===== config.mk =====
export PLATFORM = sky130hd
export DESIGN_NAME = button_chord_hold_detector_flat
export DESIGN_NICKNAME = d
export VERILOG_FILES = /design/src/rtl/bchd_pkg.sv /design/src/rtl/bchd_scan_if.sv /design/src/rtl/bchd_result_if.sv /design/src/rtl/bchd_cfg_if.sv /design/src/rtl/bchd_chord_unit.sv /design/src/rtl/button_chord_hold_detector.sv /design/src/flat_wrapper.sv
export SDC_FILE = /design/constraint.sdc
export NUM_CORES = 2
export LEC_CHECK = 0
export BUFFER_PORTS_ARGS = -buffer_cell sky130_fd_sc_hd__buf_2
export CAP_MARGIN = 20
export CELL_PAD_IN_SITES_DETAIL_PLACEMENT = 0
export CELL_PAD_IN_SITES_GLOBAL_PLACEMENT = 2
export CORE_MARGIN = 1.5
export CORE_UTILIZATION = 39
export CTS_CLUSTER_DIAMETER = 120
export CTS_CLUSTER_SIZE = 16
export DETAILED_ROUTE_END_ITERATION = 8
export PLACE_DENSITY = 0.8
export SYNTH_ARGS = -nofsm -noshare
export SYNTH_HDL_FRONTEND = slang
export SYNTH_SLANG_ARGS = --single-unit

===== constraint.sdc =====
create_clock -name clk_i -period 12.9 [get_ports clk_i]
set_clock_uncertainty 0.15 [all_clocks]
set_input_delay 1.29 -clock clk_i [delete_from_list [all_inputs] [get_ports clk_i]]
set_output_delay 1.29 -clock clk_i [all_outputs]
set_load 0.02 [all_outputs]

===== src/rtl/bchd_pkg.sv =====
// Package with the shared constants and types of the button chord hold detector.
package bchd_pkg;

  localparam int NUM_BUTTONS_DEF = 28;
  localparam int NUM_CHORDS_DEF  = 6;

  localparam int SLOT_BITS      = 5;
  localparam int DELAY_BITS     = 16;
  localparam int US_PER_MS      = 1000;
  localparam int HOLD_US_BITS   = 26;
  localparam int TIME_BITS      = 63;
  localparam int CHORDS_PER_REG = 3;
  localparam int SLOT_REG_BITS  = 30;
  localparam int DELAY_REG_BITS = 48;
  localparam int MASK_BITS      = 28;
  localparam int ENABLE_BITS    = 6;
  localparam int CHORD_IDX_BITS = 3;
  localparam int CFG_IDX_BITS   = 3;
  localparam int CFG_DATA_BITS  = 48;

  localparam logic [DELAY_REG_BITS-1:0] DELAYS_LOW_RST =
      {16'd1000, 16'd1000, 16'd3000};
  localparam logic [DELAY_REG_BITS-1:0] DELAYS_HIGH_RST =
      {16'd1000, 16'd1000, 16'd1000};

  typedef enum logic [CFG_IDX_BITS-1:0] {
    REG_FIRST_BUTTON  = 3'd0,
    REG_SECOND_BUTTON = 3'd1,
    REG_DELAYS_LOW    = 3'd2,
    REG_DELAYS_HIGH   = 3'd3,
    REG_UNUSED_MASK   = 3'd4,
    REG_CHORD_ENABLE  = 3'd5
  } bchd_reg_e;

  // Settings of one chord, taken out of the packed registers.
  typedef struct packed {
    logic [SLOT_BITS-1:0]  first_slot;
    logic [SLOT_BITS-1:0]  second_slot;
    logic [DELAY_BITS-1:0] hold_ms;
    logic                  enable;
  } bchd_chord_cfg_t;

  // What one chord reports for the scan being evaluated.
  typedef struct packed {
    logic fire;
    logic armed;
  } bchd_chord_stat_t;

endpackage


===== src/rtl/bchd_scan_if.sv =====
// Interface of the scan channel: one button scan with its timestamp per word.
interface bchd_scan_if #(
  parameter int NumButtons = bchd_pkg::NUM_BUTTONS_DEF
);
  logic                           valid;
  logic                           ready;
  logic [NumButtons-1:0]          pressed_buttons;
  logic [bchd_pkg::TIME_BITS-1:0] now_us;

  modport source (output valid, output pressed_buttons, output now_us, input ready);
  modport sink   (input valid, input pressed_buttons, input now_us, output ready);
endinterface


===== src/rtl/bchd_result_if.sv =====
// Interface of the result channel: fired flag, chord index and armed flags per word.
interface bchd_result_if #(
  parameter int NumChords = bchd_pkg::NUM_CHORDS_DEF
);
  logic                                valid;
  logic                                ready;
  logic                                fired;
  logic [bchd_pkg::CHORD_IDX_BITS-1:0] fired_chord;
  logic [NumChords-1:0]                armed_chords;

  modport source (output valid, output fired, output fired_chord, output armed_chords,
                  input ready);
  modport sink   (input valid, input fired, input fired_chord, input armed_chords,
                  output ready);
endinterface


===== src/rtl/bchd_cfg_if.sv =====
// Interface of the configuration write channel: register index and data per word.
interface bchd_cfg_if;
  logic                               valid;
  logic                               ready;
  logic [bchd_pkg::CFG_IDX_BITS-1:0]  index;
  logic [bchd_pkg::CFG_DATA_BITS-1:0] data;

  modport source (output valid, output index, output data, input ready);
  modport sink   (input valid, input index, input data, output ready);
endinterface


===== src/rtl/bchd_chord_unit.sv =====
// One chord: hold check, arm flag, arming time and the hold timer compare.
module bchd_chord_unit #(
  parameter int NumButtons = bchd_pkg::NUM_BUTTONS_DEF
) (
  input  logic                           clk_i,
  input  logic                           rst_ni,
  input  bchd_pkg::bchd_chord_cfg_t      cfg_i,
  input  logic [NumButtons-1:0]          used_i,
  input  logic [NumButtons-1:0]          pressed_i,
  input  logic [bchd_pkg::TIME_BITS-1:0] now_i,
  input  logic                           step_i,
  output bchd_pkg::bchd_chord_stat_t     stat_o
);

  logic                              armed_q, armed_d;
  logic [bchd_pkg::TIME_BITS-1:0]    start_q;
  logic [bchd_pkg::HOLD_US_BITS-1:0] hold_us_q;
  logic [NumButtons-1:0]             first_bit, second_bit;
  logic [bchd_pkg::TIME_BITS-1:0]    elapsed;
  logic                              held;
  logic                              expired;

  // Slot indices at or above the button count decode to no button at all.
  always_comb begin
    for (int k = 0; k < NumButtons; k++) begin
      first_bit[k]  = (cfg_i.first_slot == bchd_pkg::SLOT_BITS'(k));
      second_bit[k] = (cfg_i.second_slot == bchd_pkg::SLOT_BITS'(k));
    end
  end

  assign held = cfg_i.enable && (|(pressed_i & first_bit)) && (|(pressed_i & second_bit)) &&
                ((pressed_i & used_i & ~(first_bit | second_bit)) == '0);

  assign elapsed = now_i - start_q;
  assign expired = (now_i >= start_q) &&
                   (elapsed >= bchd_pkg::TIME_BITS'(hold_us_q));

  always_comb begin
    armed_d = armed_q;
    if (step_i) begin
      if (!held) begin
        armed_d = 1'b0;
      end else if (!armed_q) begin
        armed_d = 1'b1;
      end else if (expired) begin
        armed_d = 1'b0;
      end
    end
  end

  assign stat_o.fire  = step_i && held && armed_q && expired;
  assign stat_o.armed = armed_d;

  always_ff @(posedge clk_i or negedge rst_ni) begin
    if (!rst_ni) begin
      armed_q <= 1'b0;
    end else begin
      armed_q <= armed_d;
    end
  end

  // The hold time in microseconds follows the delay register through a register.
  always_ff @(posedge clk_i) begin
    hold_us_q <= bchd_pkg::HOLD_US_BITS'(cfg_i.hold_ms * bchd_pkg::US_PER_MS);
    if (step_i && held && !armed_q) begin
      start_q <= now_i;
    end
  end

endmodule


===== src/rtl/button_chord_hold_detector.sv =====
// Top level of the button chord hold detector.
//
// The block takes one word per scan on the scan channel: a vector of button
// slots (1 = pressed) and a microsecond timestamp. It watches up to six
// two-button chords. A chord is held on a scan when it is enabled, both of its
// slots are pressed and no other slot outside the unused mask is pressed. The
// first held scan arms the chord and records the time; a later held scan fires
// it and disarms it once the time since arming reaches its delay in ms times
// 1000; a scan that does not hold the chord disarms it. Each scan yields
// exactly one result word with the fired flag, the lowest firing chord index
// (0 when nothing fired) and the armed flag of every chord after the scan.
// A scan can be accepted on every clock cycle while the result channel is not
// stalled; it passes through the input register and the result register that
// bracket the single pass of chord logic, and waits in the input register while
// a result word is stalled. Configuration writes are always accepted; a new hold
// delay takes effect for scans accepted from the cycle after the write. Slot
// indices at or above the button count name no button, so such a chord never
// arms. A held scan with a timestamp below the recorded arming time leaves the
// chord armed without firing.
module button_chord_hold_detector #(
  parameter int NumButtons = bchd_pkg::NUM_BUTTONS_DEF,
  parameter int NumChords  = bchd_pkg::NUM_CHORDS_DEF
) (
  input logic                   clk_i,
  input logic                   rst_ni,
  bchd_scan_if.sink             in_i,
  bchd_result_if.source         out_o,
  bchd_cfg_if.sink              cfg_i
);

  // Configuration registers.
  logic [bchd_pkg::SLOT_REG_BITS-1:0]  first_button_q;
  logic [bchd_pkg::SLOT_REG_BITS-1:0]  second_button_q;
  logic [bchd_pkg::DELAY_REG_BITS-1:0] delays_low_q;
  logic [bchd_pkg::DELAY_REG_BITS-1:0] delays_high_q;
  logic [bchd_pkg::MASK_BITS-1:0]      unused_mask_q;
  logic [bchd_pkg::ENABLE_BITS-1:0]    enable_q;

  // Input register holding the scan under evaluation.
  logic                           scan_valid_q;
  logic [NumButtons-1:0]          pressed_q;
  logic [bchd_pkg::TIME_BITS-1:0] now_q;

  // Result register.
  logic                                res_valid_q;
  logic                                fired_q, fired_d;
  logic [bchd_pkg::CHORD_IDX_BITS-1:0] fired_chord_q, fired_chord_d;
  logic [NumChords-1:0]                armed_q, armed_d;

  logic                               advance;
  logic [NumButtons-1:0]              used;
  logic [31:0]                        unused_wide;
  bchd_pkg::bchd_chord_cfg_t          chord_cfg [NumChords];
  bchd_pkg::bchd_chord_stat_t         chord_stat [NumChords];

  assign cfg_i.ready = 1'b1;

  always_ff @(posedge clk_i or negedge rst_ni) begin
    if (!rst_ni) begin
      first_button_q  <= '0;
      second_button_q <= '0;
      delays_low_q    <= bchd_pkg::DELAYS_LOW_RST;
      delays_high_q   <= bchd_pkg::DELAYS_HIGH_RST;
      unused_mask_q   <= '0;
      enable_q        <= '0;
    end else if (cfg_i.valid) begin
      case (cfg_i.index)
        bchd_pkg::REG_FIRST_BUTTON: begin
          first_button_q <= cfg_i.data[bchd_pkg::SLOT_REG_BITS-1:0];
        end
        bchd_pkg::REG_SECOND_BUTTON: begin
          second_button_q <= cfg_i.data[bchd_pkg::SLOT_REG_BITS-1:0];
        end
        bchd_pkg::REG_DELAYS_LOW: begin
          delays_low_q <= cfg_i.data[bchd_pkg::DELAY_REG_BITS-1:0];
        end
        bchd_pkg::REG_DELAYS_HIGH: begin
          delays_high_q <= cfg_i.data[bchd_pkg::DELAY_REG_BITS-1:0];
        end
        bchd_pkg::REG_UNUSED_MASK: begin
          unused_mask_q <= cfg_i.data[bchd_pkg::MASK_BITS-1:0];
        end
        bchd_pkg::REG_CHORD_ENABLE: begin
          enable_q <= cfg_i.data[bchd_pkg::ENABLE_BITS-1:0];
        end
        default: begin
        end
      endcase
    end
  end

  // The scan moves into the result register when that register is free or
  // being emptied in the same cycle; the chord state updates on that move.
  assign advance    = scan_valid_q && (!res_valid_q || out_o.ready);
  assign in_i.ready = !scan_valid_q || advance;

  always_ff @(posedge clk_i or negedge rst_ni) begin
    if (!rst_ni) begin
      scan_valid_q <= 1'b0;
      res_valid_q  <= 1'b0;
    end else begin
      if (in_i.ready) begin
        scan_valid_q <= in_i.valid;
      end
      if (advance) begin
        res_valid_q <= 1'b1;
      end else if (out_o.ready) begin
        res_valid_q <= 1'b0;
      end
    end
  end

  always_ff @(posedge clk_i) begin
    if (in_i.valid && in_i.ready) begin
      pressed_q <= in_i.pressed_buttons;
      now_q     <= in_i.now_us;
    end
    if (advance) begin
      fired_q       <= fired_d;
      fired_chord_q <= fired_chord_d;
      armed_q       <= armed_d;
    end
  end

  // Slots beyond the mask register are always counted as used.
  assign unused_wide = 32'(unused_mask_q);
  assign used        = ~unused_wide[NumButtons-1:0];

  for (genvar c = 0; c < NumChords; c++) begin : g_chord
    assign chord_cfg[c].first_slot  =
        first_button_q[c*bchd_pkg::SLOT_BITS +: bchd_pkg::SLOT_BITS];
    assign chord_cfg[c].second_slot =
        second_button_q[c*bchd_pkg::SLOT_BITS +: bchd_pkg::SLOT_BITS];
    assign chord_cfg[c].enable      = enable_q[c];
    if (c < bchd_pkg::CHORDS_PER_REG) begin : g_low
      assign chord_cfg[c].hold_ms =
          delays_low_q[c*bchd_pkg::DELAY_BITS +: bchd_pkg::DELAY_BITS];
    end else begin : g_high
      assign chord_cfg[c].hold_ms =
          delays_high_q[(c-bchd_pkg::CHORDS_PER_REG)*bchd_pkg::DELAY_BITS +:
                        bchd_pkg::DELAY_BITS];
    end

    bchd_chord_unit #(
      .NumButtons(NumButtons)
    ) u_chord (
      .clk_i     (clk_i),
      .rst_ni    (rst_ni),
      .cfg_i     (chord_cfg[c]),
      .used_i    (used),
      .pressed_i (pressed_q),
      .now_i     (now_q),
      .step_i    (advance),
      .stat_o    (chord_stat[c])
    );

    assign armed_d[c] = chord_stat[c].armed;
  end

  // When several chords fire together, the lowest index is reported.
  always_comb begin
    fired_d       = 1'b0;
    fired_chord_d = '0;
    for (int c = NumChords - 1; c >= 0; c--) begin
      if (chord_stat[c].fire) begin
        fired_d       = 1'b1;
        fired_chord_d = bchd_pkg::CHORD_IDX_BITS'(c);
      end
    end
  end

  assign out_o.valid        = res_valid_q;
  assign out_o.fired        = fired_q;
  assign out_o.fired_chord  = fired_chord_q;
  assign out_o.armed_chords = armed_q;

endmodule


===== src/flat_wrapper.sv =====
// flat-port wrapper written by rule: the top's interface ports become plain ports
module button_chord_hold_detector_flat 
#(
  parameter int NumButtons = bchd_pkg::NUM_BUTTONS_DEF,
  parameter int NumChords  = bchd_pkg::NUM_CHORDS_DEF
)
  (clk_i, rst_ni, in_i_valid, in_i_pressed_buttons, in_i_now_us, in_i_ready, out_o_valid, out_o_fired, out_o_fired_chord, out_o_armed_chords, out_o_ready, cfg_i_valid, cfg_i_index, cfg_i_data, cfg_i_ready);
  bchd_scan_if #(.NumButtons(NumButtons)) in_i_i ();
  bchd_result_if #(.NumChords(NumChords)) out_o_i ();
  bchd_cfg_if cfg_i_i ();
  input logic clk_i;
  input logic rst_ni;
  input wire logic [$bits(in_i_i.valid)-1:0] in_i_valid;
  input wire logic [$bits(in_i_i.pressed_buttons)-1:0] in_i_pressed_buttons;
  input wire logic [$bits(in_i_i.now_us)-1:0] in_i_now_us;
  output wire logic [$bits(in_i_i.ready)-1:0] in_i_ready;
  output wire logic [$bits(out_o_i.valid)-1:0] out_o_valid;
  output wire logic [$bits(out_o_i.fired)-1:0] out_o_fired;
  output wire logic [$bits(out_o_i.fired_chord)-1:0] out_o_fired_chord;
  output wire logic [$bits(out_o_i.armed_chords)-1:0] out_o_armed_chords;
  input wire logic [$bits(out_o_i.ready)-1:0] out_o_ready;
  input wire logic [$bits(cfg_i_i.valid)-1:0] cfg_i_valid;
  input wire logic [$bits(cfg_i_i.index)-1:0] cfg_i_index;
  input wire logic [$bits(cfg_i_i.data)-1:0] cfg_i_data;
  output wire logic [$bits(cfg_i_i.ready)-1:0] cfg_i_ready;
  assign in_i_i.valid = in_i_valid;
  assign in_i_i.pressed_buttons = in_i_pressed_buttons;
  assign in_i_i.now_us = in_i_now_us;
  assign in_i_ready = in_i_i.ready;
  assign out_o_valid = out_o_i.valid;
  assign out_o_fired = out_o_i.fired;
  assign out_o_fired_chord = out_o_i.fired_chord;
  assign out_o_armed_chords = out_o_i.armed_chords;
  assign out_o_i.ready = out_o_ready;
  assign cfg_i_i.valid = cfg_i_valid;
  assign cfg_i_i.index = cfg_i_index;
  assign cfg_i_i.data = cfg_i_data;
  assign cfg_i_ready = cfg_i_i.ready;
  button_chord_hold_detector #(.NumButtons(NumButtons), .NumChords(NumChords)) u_core (.clk_i(clk_i), .rst_ni(rst_ni), .in_i(in_i_i), .out_o(out_o_i), .cfg_i(cfg_i_i));
endmodule

* Yosys cells after proc, flatten, opt, wreduce, memory -nomap -nowiden
Index checks and enable logic that the tools add are counted.
** Cells by class
- Equal/unequal tests :: 329
- Add/subtract/negate cells :: 6
- Bitwise logic cells :: 32
- Magnitude comparators :: 12
- Multiply operators :: 6
- Reductions and logical operators :: 101
- Mux-type cells :: 32
** Operator list (number)
- 5-bit == test, second input constant :: 144
- 28-bit AND :: 19
- 5-bit by 4-bit == test with 1-bit output, second input constant :: 96
- 63-bit by 26-bit greater-or-equal comparator with 1-bit output :: 6
- 63-bit greater-or-equal comparator :: 6
- 63-bit subtractor :: 6
- 28-bit OR reduction :: 12
- 5-bit by 3-bit == test with 1-bit output, second input constant :: 48
- 28-bit NOT :: 7
- 28-bit zero test :: 6
- 28-bit bitwise OR :: 6
- 16-bit by 7-bit multiplier with 23-bit output, second input constant :: 6
- 5-bit by 2-bit == test with 1-bit output, second input constant :: 24
- 5-bit by 1-bit == test with 1-bit output, second input constant :: 12
- 5-bit zero test :: 12
- 1-bit logical AND :: 50
- 1-bit 2-to-1 mux :: 28
- 2-bit AND reduction :: 6
- 1-bit zero test :: 8
- 3-bit by 2-bit == test with 1-bit output, second input constant :: 2
- 3-bit == test, second input constant :: 2
- 3-bit 2-to-1 mux :: 2
- 5-bit OR reduction :: 1
- 2-bit 2-to-1 mux :: 2
- other kinds (6) :: 7
** Word-level totals
- Register bits after elaboration :: 815
- Logic and storage cells :: 551
- Input bits :: 147
- Output and inout port bits :: 13

* Logic depth before layout (Yosys ltp)
- Depth in word-level cells :: 14
- Depth in mapped cells :: 27
- Mapped depth without buffers :: 27

* Cells and area by module
A second synthesis with hierarchy kept.
** Unflattened totals
- Cell total of the unflattened synthesis :: 8632
- Area total of the unflattened synthesis :: 77732.1 sq um
** Modules (own cells, without submodules)
- bchd_chord_unit (u_core.g_chord[2].u_chord ...) :: cells each 1326, seq. area each 2377.3 sq um, instances 2, area an instance 11136.9 sq um
- bchd_chord_unit (u_core.g_chord[1].u_chord) :: cells each 1397, seq. area each 2377.3 sq um, instances 1, area an instance 11483.5 sq um
- bchd_chord_unit (u_core.g_chord[0].u_chord) :: cells each 1361, seq. area each 2377.3 sq um, instances 1, area an instance 11421.0 sq um
- bchd_chord_unit (u_core.g_chord[5].u_chord) :: cells each 1359, seq. area each 2377.3 sq um, instances 1, area an instance 11245.8 sq um
- bchd_chord_unit (u_core.g_chord[4].u_chord) :: cells each 1309, seq. area each 2377.3 sq um, instances 1, area an instance 10892.9 sq um
- button_chord_hold_detector :: cells each 554, seq. area each 7883.8 sq um, instances 1, area an instance 10415.0 sq um

* Least setup slack after synthesis
No wires, ideal clock.
- Kind :: input-to-reg
- From :: input out_o_ready
- To :: register u_core.g_chord[1].u_chord.start_q[0] in the netlist's numbering, enable pin
- Library setup time :: 0.561 ns
- Data required time :: 12.189 ns
- Path buffers :: 0
- Data arrival time :: 6.971 ns
- Slack :: 5.218 ns
- Cell stages on the path :: 9
- Path through :: nand2b_1 nand2_1 inv_1 nand2_1 nor4_1 o211ai_1 nor4_1 o211ai_1 nor3_1
** Between the ends
- Word-level cells in the longest chain between the ends :: 4
** Ends and longest elaborated chain
- from (decl) :: line flat_wrapper.sv:21 : input wire logic [$bits(out_o_i.ready)-1:0] out_o_ready;
- 1-bit logical OR :: line button_chord_hold_detector.sv:94 : assign advance = scan_valid_q && (!res_valid_q || out_o.ready);
- 1-bit logical AND :: line button_chord_hold_detector.sv:94
- via u_core.advance :: line button_chord_hold_detector.sv:50 : logic advance;
- 1-bit logical AND (2 in series) :: line bchd_chord_unit.sv:65 : if (step_i && held && !armed_q) begin
- to (signal assigned) :: line bchd_chord_unit.sv:66 : start_q <= now_i;
- to (decl) :: line bchd_chord_unit.sv:16 : logic [bchd_pkg::TIME_BITS-1:0] start_q;
The timed path passes the listed nets, and every way through them passes these cells.
A chain may end at the register's enable or synchronous reset.

* Final worst setup path
- From :: register u_core.now_q[1] in the netlist's numbering
- To :: register u_core.fired_chord_q (netlist bit u_core.out_o.fired_chord[2]), data pin
** Between the ends
- Word-level cells in the longest chain between the ends :: 6
- Elaborated cells on any way between the ends :: 33
- Classes of those cells :: 6 x add/sub; 12 x order compare; 2 x mux; 13 x reduce/logical
** Ends and longest elaborated chain
- from (decl) :: line button_chord_hold_detector.sv:42 : logic [bchd_pkg::TIME_BITS-1:0] now_q;
- from (signal assigned) :: line button_chord_hold_detector.sv:116 : now_q <= in_i.now_us;
- 63-bit subtractor :: line bchd_chord_unit.sv:34 : assign elapsed = now_i - start_q;
- 63-bit by 26-bit greater-or-equal comparator with 1-bit output :: line bchd_chord_unit.sv:36 : (elapsed >= bchd_pkg::TIME_BITS'(hold_us_q));
- 1-bit logical AND :: line bchd_chord_unit.sv:35 : assign expired = (now_i >= start_q) &&
- 1-bit logical AND :: line bchd_chord_unit.sv:51 : assign stat_o.fire = step_i && held && armed_q && expired;
- 3-bit 2-to-1 mux (2 in series) :: line button_chord_hold_detector.sv:165 : if (chord_stat[c].fire) begin
- to (signal assigned) :: line button_chord_hold_detector.sv:120 : fired_chord_q <= fired_chord_d;
- to (decl) :: line button_chord_hold_detector.sv:47 : logic [bchd_pkg::CHORD_IDX_BITS-1:0] fired_chord_q, fired_chord_d;
Parallel ways exist; a longest one is shown, timed or not.

==> flow_summary.yaml <==
outcome:
  outcome: "complete, no violations"
logic_synthesis:
  synth_async_sr_flop_share: 0.243
  synth_cells: 8548
  ys.flop_type: "edfxtp_1"
  synth.distinct_cells: 102
  syn_avg_cell_area_sq_um: 8.90
  ys_seq_area_frac: 0.291
  synth-seq-cells: 815
  synth_area_sq_um: 76100
  yosysWarnings: 0
  synth_enable_flop_cells: 479
  synth_nets: 9853
critical_path:
  rr_endpoint: "u_core.out_o.fired_chord[2]"
  rrSetupSlack_ns: 5.29
  cp.required_ns: 13.35
  crit_fanout: 12
  cp-end-kind: "flip-flop"
  ff2ff_path_depth: 24
  path_class: "flip-flop to flip-flop"
  r2r_start: "u_core.now_q[1]"
  cp.arrival_ns: 8.06
  cp-start-kind: "flip-flop"
floorplanning:
  fp.dieArea_sq_um: 198000
  core_sq_um: 193000
  die_x_microns: 445
  pin_count: 160
  die_h_microns: 445
  initial_utilization: 0.394
  fp-row-count: 161
power_and_ir_drop:
  p_per_area_nw_per_um2: 252
  leakage_nw: 35.4
  ir_drop_mv: 0.307
  fin_total_pwr_mw: 20.6
clocking:
  cts_made_buffers: 61
  clock_latency_ns: 0.78
  h-tree-depth: 2
  cts_buffer_depth: 3
  clkSlewWorstSetupHoldPaths_ns: 0.08
  ctsHoldBuffers: 0
  cts_resized: 0
  clock-sinks: 815
  post-cts-setup-buffers: 0
  clock-root-buffer: "clkbuf_16"
  cts_tree: "built"
min_path:
  holdPathStages: 1
  hold_end: "u_core.unused_mask_q[27]"
  hold_path_class: "flip-flop to flip-flop"
  min-delay-start: "u_core.unused_mask_q[27]"
timing:
  timing.final.ws_setup_ns: 5.29
  final.setup.tns_ns: 0
  final_max_slew_viol_count: 0
  finalHoldViolations: 0
  setup_viol: 0
  max_freq_mhz: 131
  min_period_ns: 7.61
  fin_crit_sh: 0.590
  worst_slew_pin_slew_ns: 1.24
  rsz0062_at_grt: "false"
  slew_headroom: 0.153
place:
  gp_congestion: 0.974
  place.detailed.hpwl_microns: 224000
  portBuffers: 158
  placed_cells: 11000
  pre_cts_ws_ns: 5.40
route:
  dr.pass1.iters: 6
  met2_length_microns: 124000
  route.detailed.drc: 0
  highest_layer: "met4"
  wl_met1_microns: 136000
  initialDrtViolationCount: 5994
  wl_met3_microns: 16800
  ant_nets: 0
  wl_per_cell_microns: 25.8
  vias_per_cell: 5.90
  totalWireLength_microns: 287000
  vias: 65800
global_route:
  grtUsageTotal: 0.284
  grt_overflow_total: 0
  antenna_found_initial: 21
  grt_max_degree: 89
  grt_pass1_vias: 62900
  grt_pass1_wl_microns: 424000
finish:
  layout_common_cells: "inv_1, ha_1, a21oi_1"
  layout-drive-gt1-share: 0.0807
  stdcell_count: 11100
  register_area_sq_um: 22100
  fillers: 19100
  final_common_cell: "inv_1"
  area_growth_syn_to_layout_pct: 7.39
  multi_input_area_sq_um: 48900
  num-nets-final: 9869
job:
  maxCapViolCount: 0
[metal layers]
metal / vias up / track usage
li1: 30700 / -
met4: 0 / 0.0864
met3: 401 / 0.0373
met1: 32400 / 0.413
met5: - / 0
met2: 2238 / 0.437
[worst max-delay path, cell delays in order, from the launching register on]
cell       delay [ns]
edfxtp_1         0.76
ha_1             0.38
nor2b_1          0.20
o31a_1           0.28
o21bai_1         0.20
nand3_1          0.17
o31ai_1          0.81
nand2_1          0.25
a21boi_0         0.37
xnor2_1          0.18
ha_1             0.27
nand3_1          0.12
or4_1            0.16
nor2_1           0.06
and2_1           0.18
a221o_1          0.30
or4_1            0.52
nor4b_1          0.30
nand4_1          0.21
a2111oi_0        0.44
nand4_1          0.16
nor4_1           0.20
nand4_1          0.25
a32oi_2          0.32
nor3b_2          0.21
[logic make-up after synthesis]
family | count (synthesis) | synth area share
AND/OR/NAND/NOR | 2304 | 0.150
AO/OA/AOI/OAI | 2293 | 0.191
buffers and inverters | 1371 | 0.0679
adder cells (fa/ha/maj) | 1158 | 0.222
flip-flops | 815 | 0.291
XOR/XNOR | 349 | 0.0402
multiplexers | 257 | 0.0374
other | 1 | 0.0000493
[flip-flops by register name, summed over array words and instances (netlist names)]
| signal | cells |
|---|---|
| u_core.scan_valid_q | 1 |
| u_core.out_o.armed_chords | 6 |
| u_core.pressed_q | 28 |
| u_core.delays_low_q | 48 |
| u_core.now_q | 63 |
| u_core.enable_q | 6 |
| u_core.first_button_q | 30 |
| u_core.out_o.fired | 1 |
| u_core.out_o.valid | 1 |
| u_core.unused_mask_q | 28 |
| u_core.g_chord.u_chord.start_q | 378 |
| u_core.g_chord.u_chord.armed_q | 6 |
| u_core.second_button_q | 30 |
| u_core.out_o.fired_chord | 3 |
| u_core.g_chord.u_chord.hold_us_q | 138 |
| u_core.delays_high_q | 48 |
[cells in the mapped netlist, types with 41 or more instances]
cell type     n  area, sq um
nand2_1     661         2480
nand2b_1     94          588
xor2_1      112          981
o211ai_1     57          428
or3_1        47          294
or2_2        41          257
o21a_1       87          653
clkbuf_1    302         1130
a31oi_1     110          688
o21bai_1    101          758
nor4_1       72          450
dfrtp_1     161         4030
nand3_1     185          926
a21o_1      147         1100
a22oi_1      52          390
nor3_1      189          946
edfxtp_1    479        14400
nor2b_1     125          782
inv_1      1043         3920
fa_1        324         6490
mux2i_1      59          591
nand4_1     192         1200
mux2_2      196         2210
and3_1       49          307
dfxtp_1     138         2760
xnor2_1     237         2080
a21oi_1     741         3710
a211oi_1     66          495
nor2_1      474         1780
o21ai_0     469         2350
o22ai_1      45          282
ha_1        834        10400
[through the flow]
stage	cell area, sq um	hold WS (ns)	util
after floorplan	76100	0.307	-
after global placement	79800	0.331	0.413
after detailed placement	79800	0.336	0.413
after CTS	81700	0.354	0.423
after global routing	81700	0.368	0.423
final	81700	0.352	0.423
[final cells by class]
class | count | share of cell area
diodes | 5 | 0.000153
clock buffers | 100 | 0.0209
clock inverters | 15 | 0.00224
inverters | 1044 | 0.0480
multi-input cells | 6362 | 0.598
flip-flops and latches | 815 | 0.271
well taps | 2526 | 0.0387
repair buffers | 280 | 0.0209
[report_power, final]
| group | internal, mW | switching (mW) |
|---|---|---|
| Sequential | 3.43 | 0.630 |
| Clock | 0.938 | 1.09 |
| Combinational | 6.33 | 8.17 |
[how the worst max path moves through the flow]
stage                                      endpoint  depth (start not counted)       startpoint  slack [ns]
6_report                u_core.out_o.fired_chord[2]                         24  u_core.now_q[1]        5.29
5_1_grt                 u_core.out_o.fired_chord[0]                         24  u_core.now_q[4]        4.79
4_1_cts                 u_core.out_o.fired_chord[0]                         24  u_core.now_q[4]        5.35
3_5_place_dp            u_core.out_o.fired_chord[0]                         24  u_core.now_q[4]        5.40
3_3_place_gp            u_core.out_o.fired_chord[0]                         24  u_core.now_q[4]        5.58
2_1_floorplan  u_core.g_chord[1].u_chord.start_q[0]                          9      out_o_ready        5.22
Power figures use the tool's default switching activity.
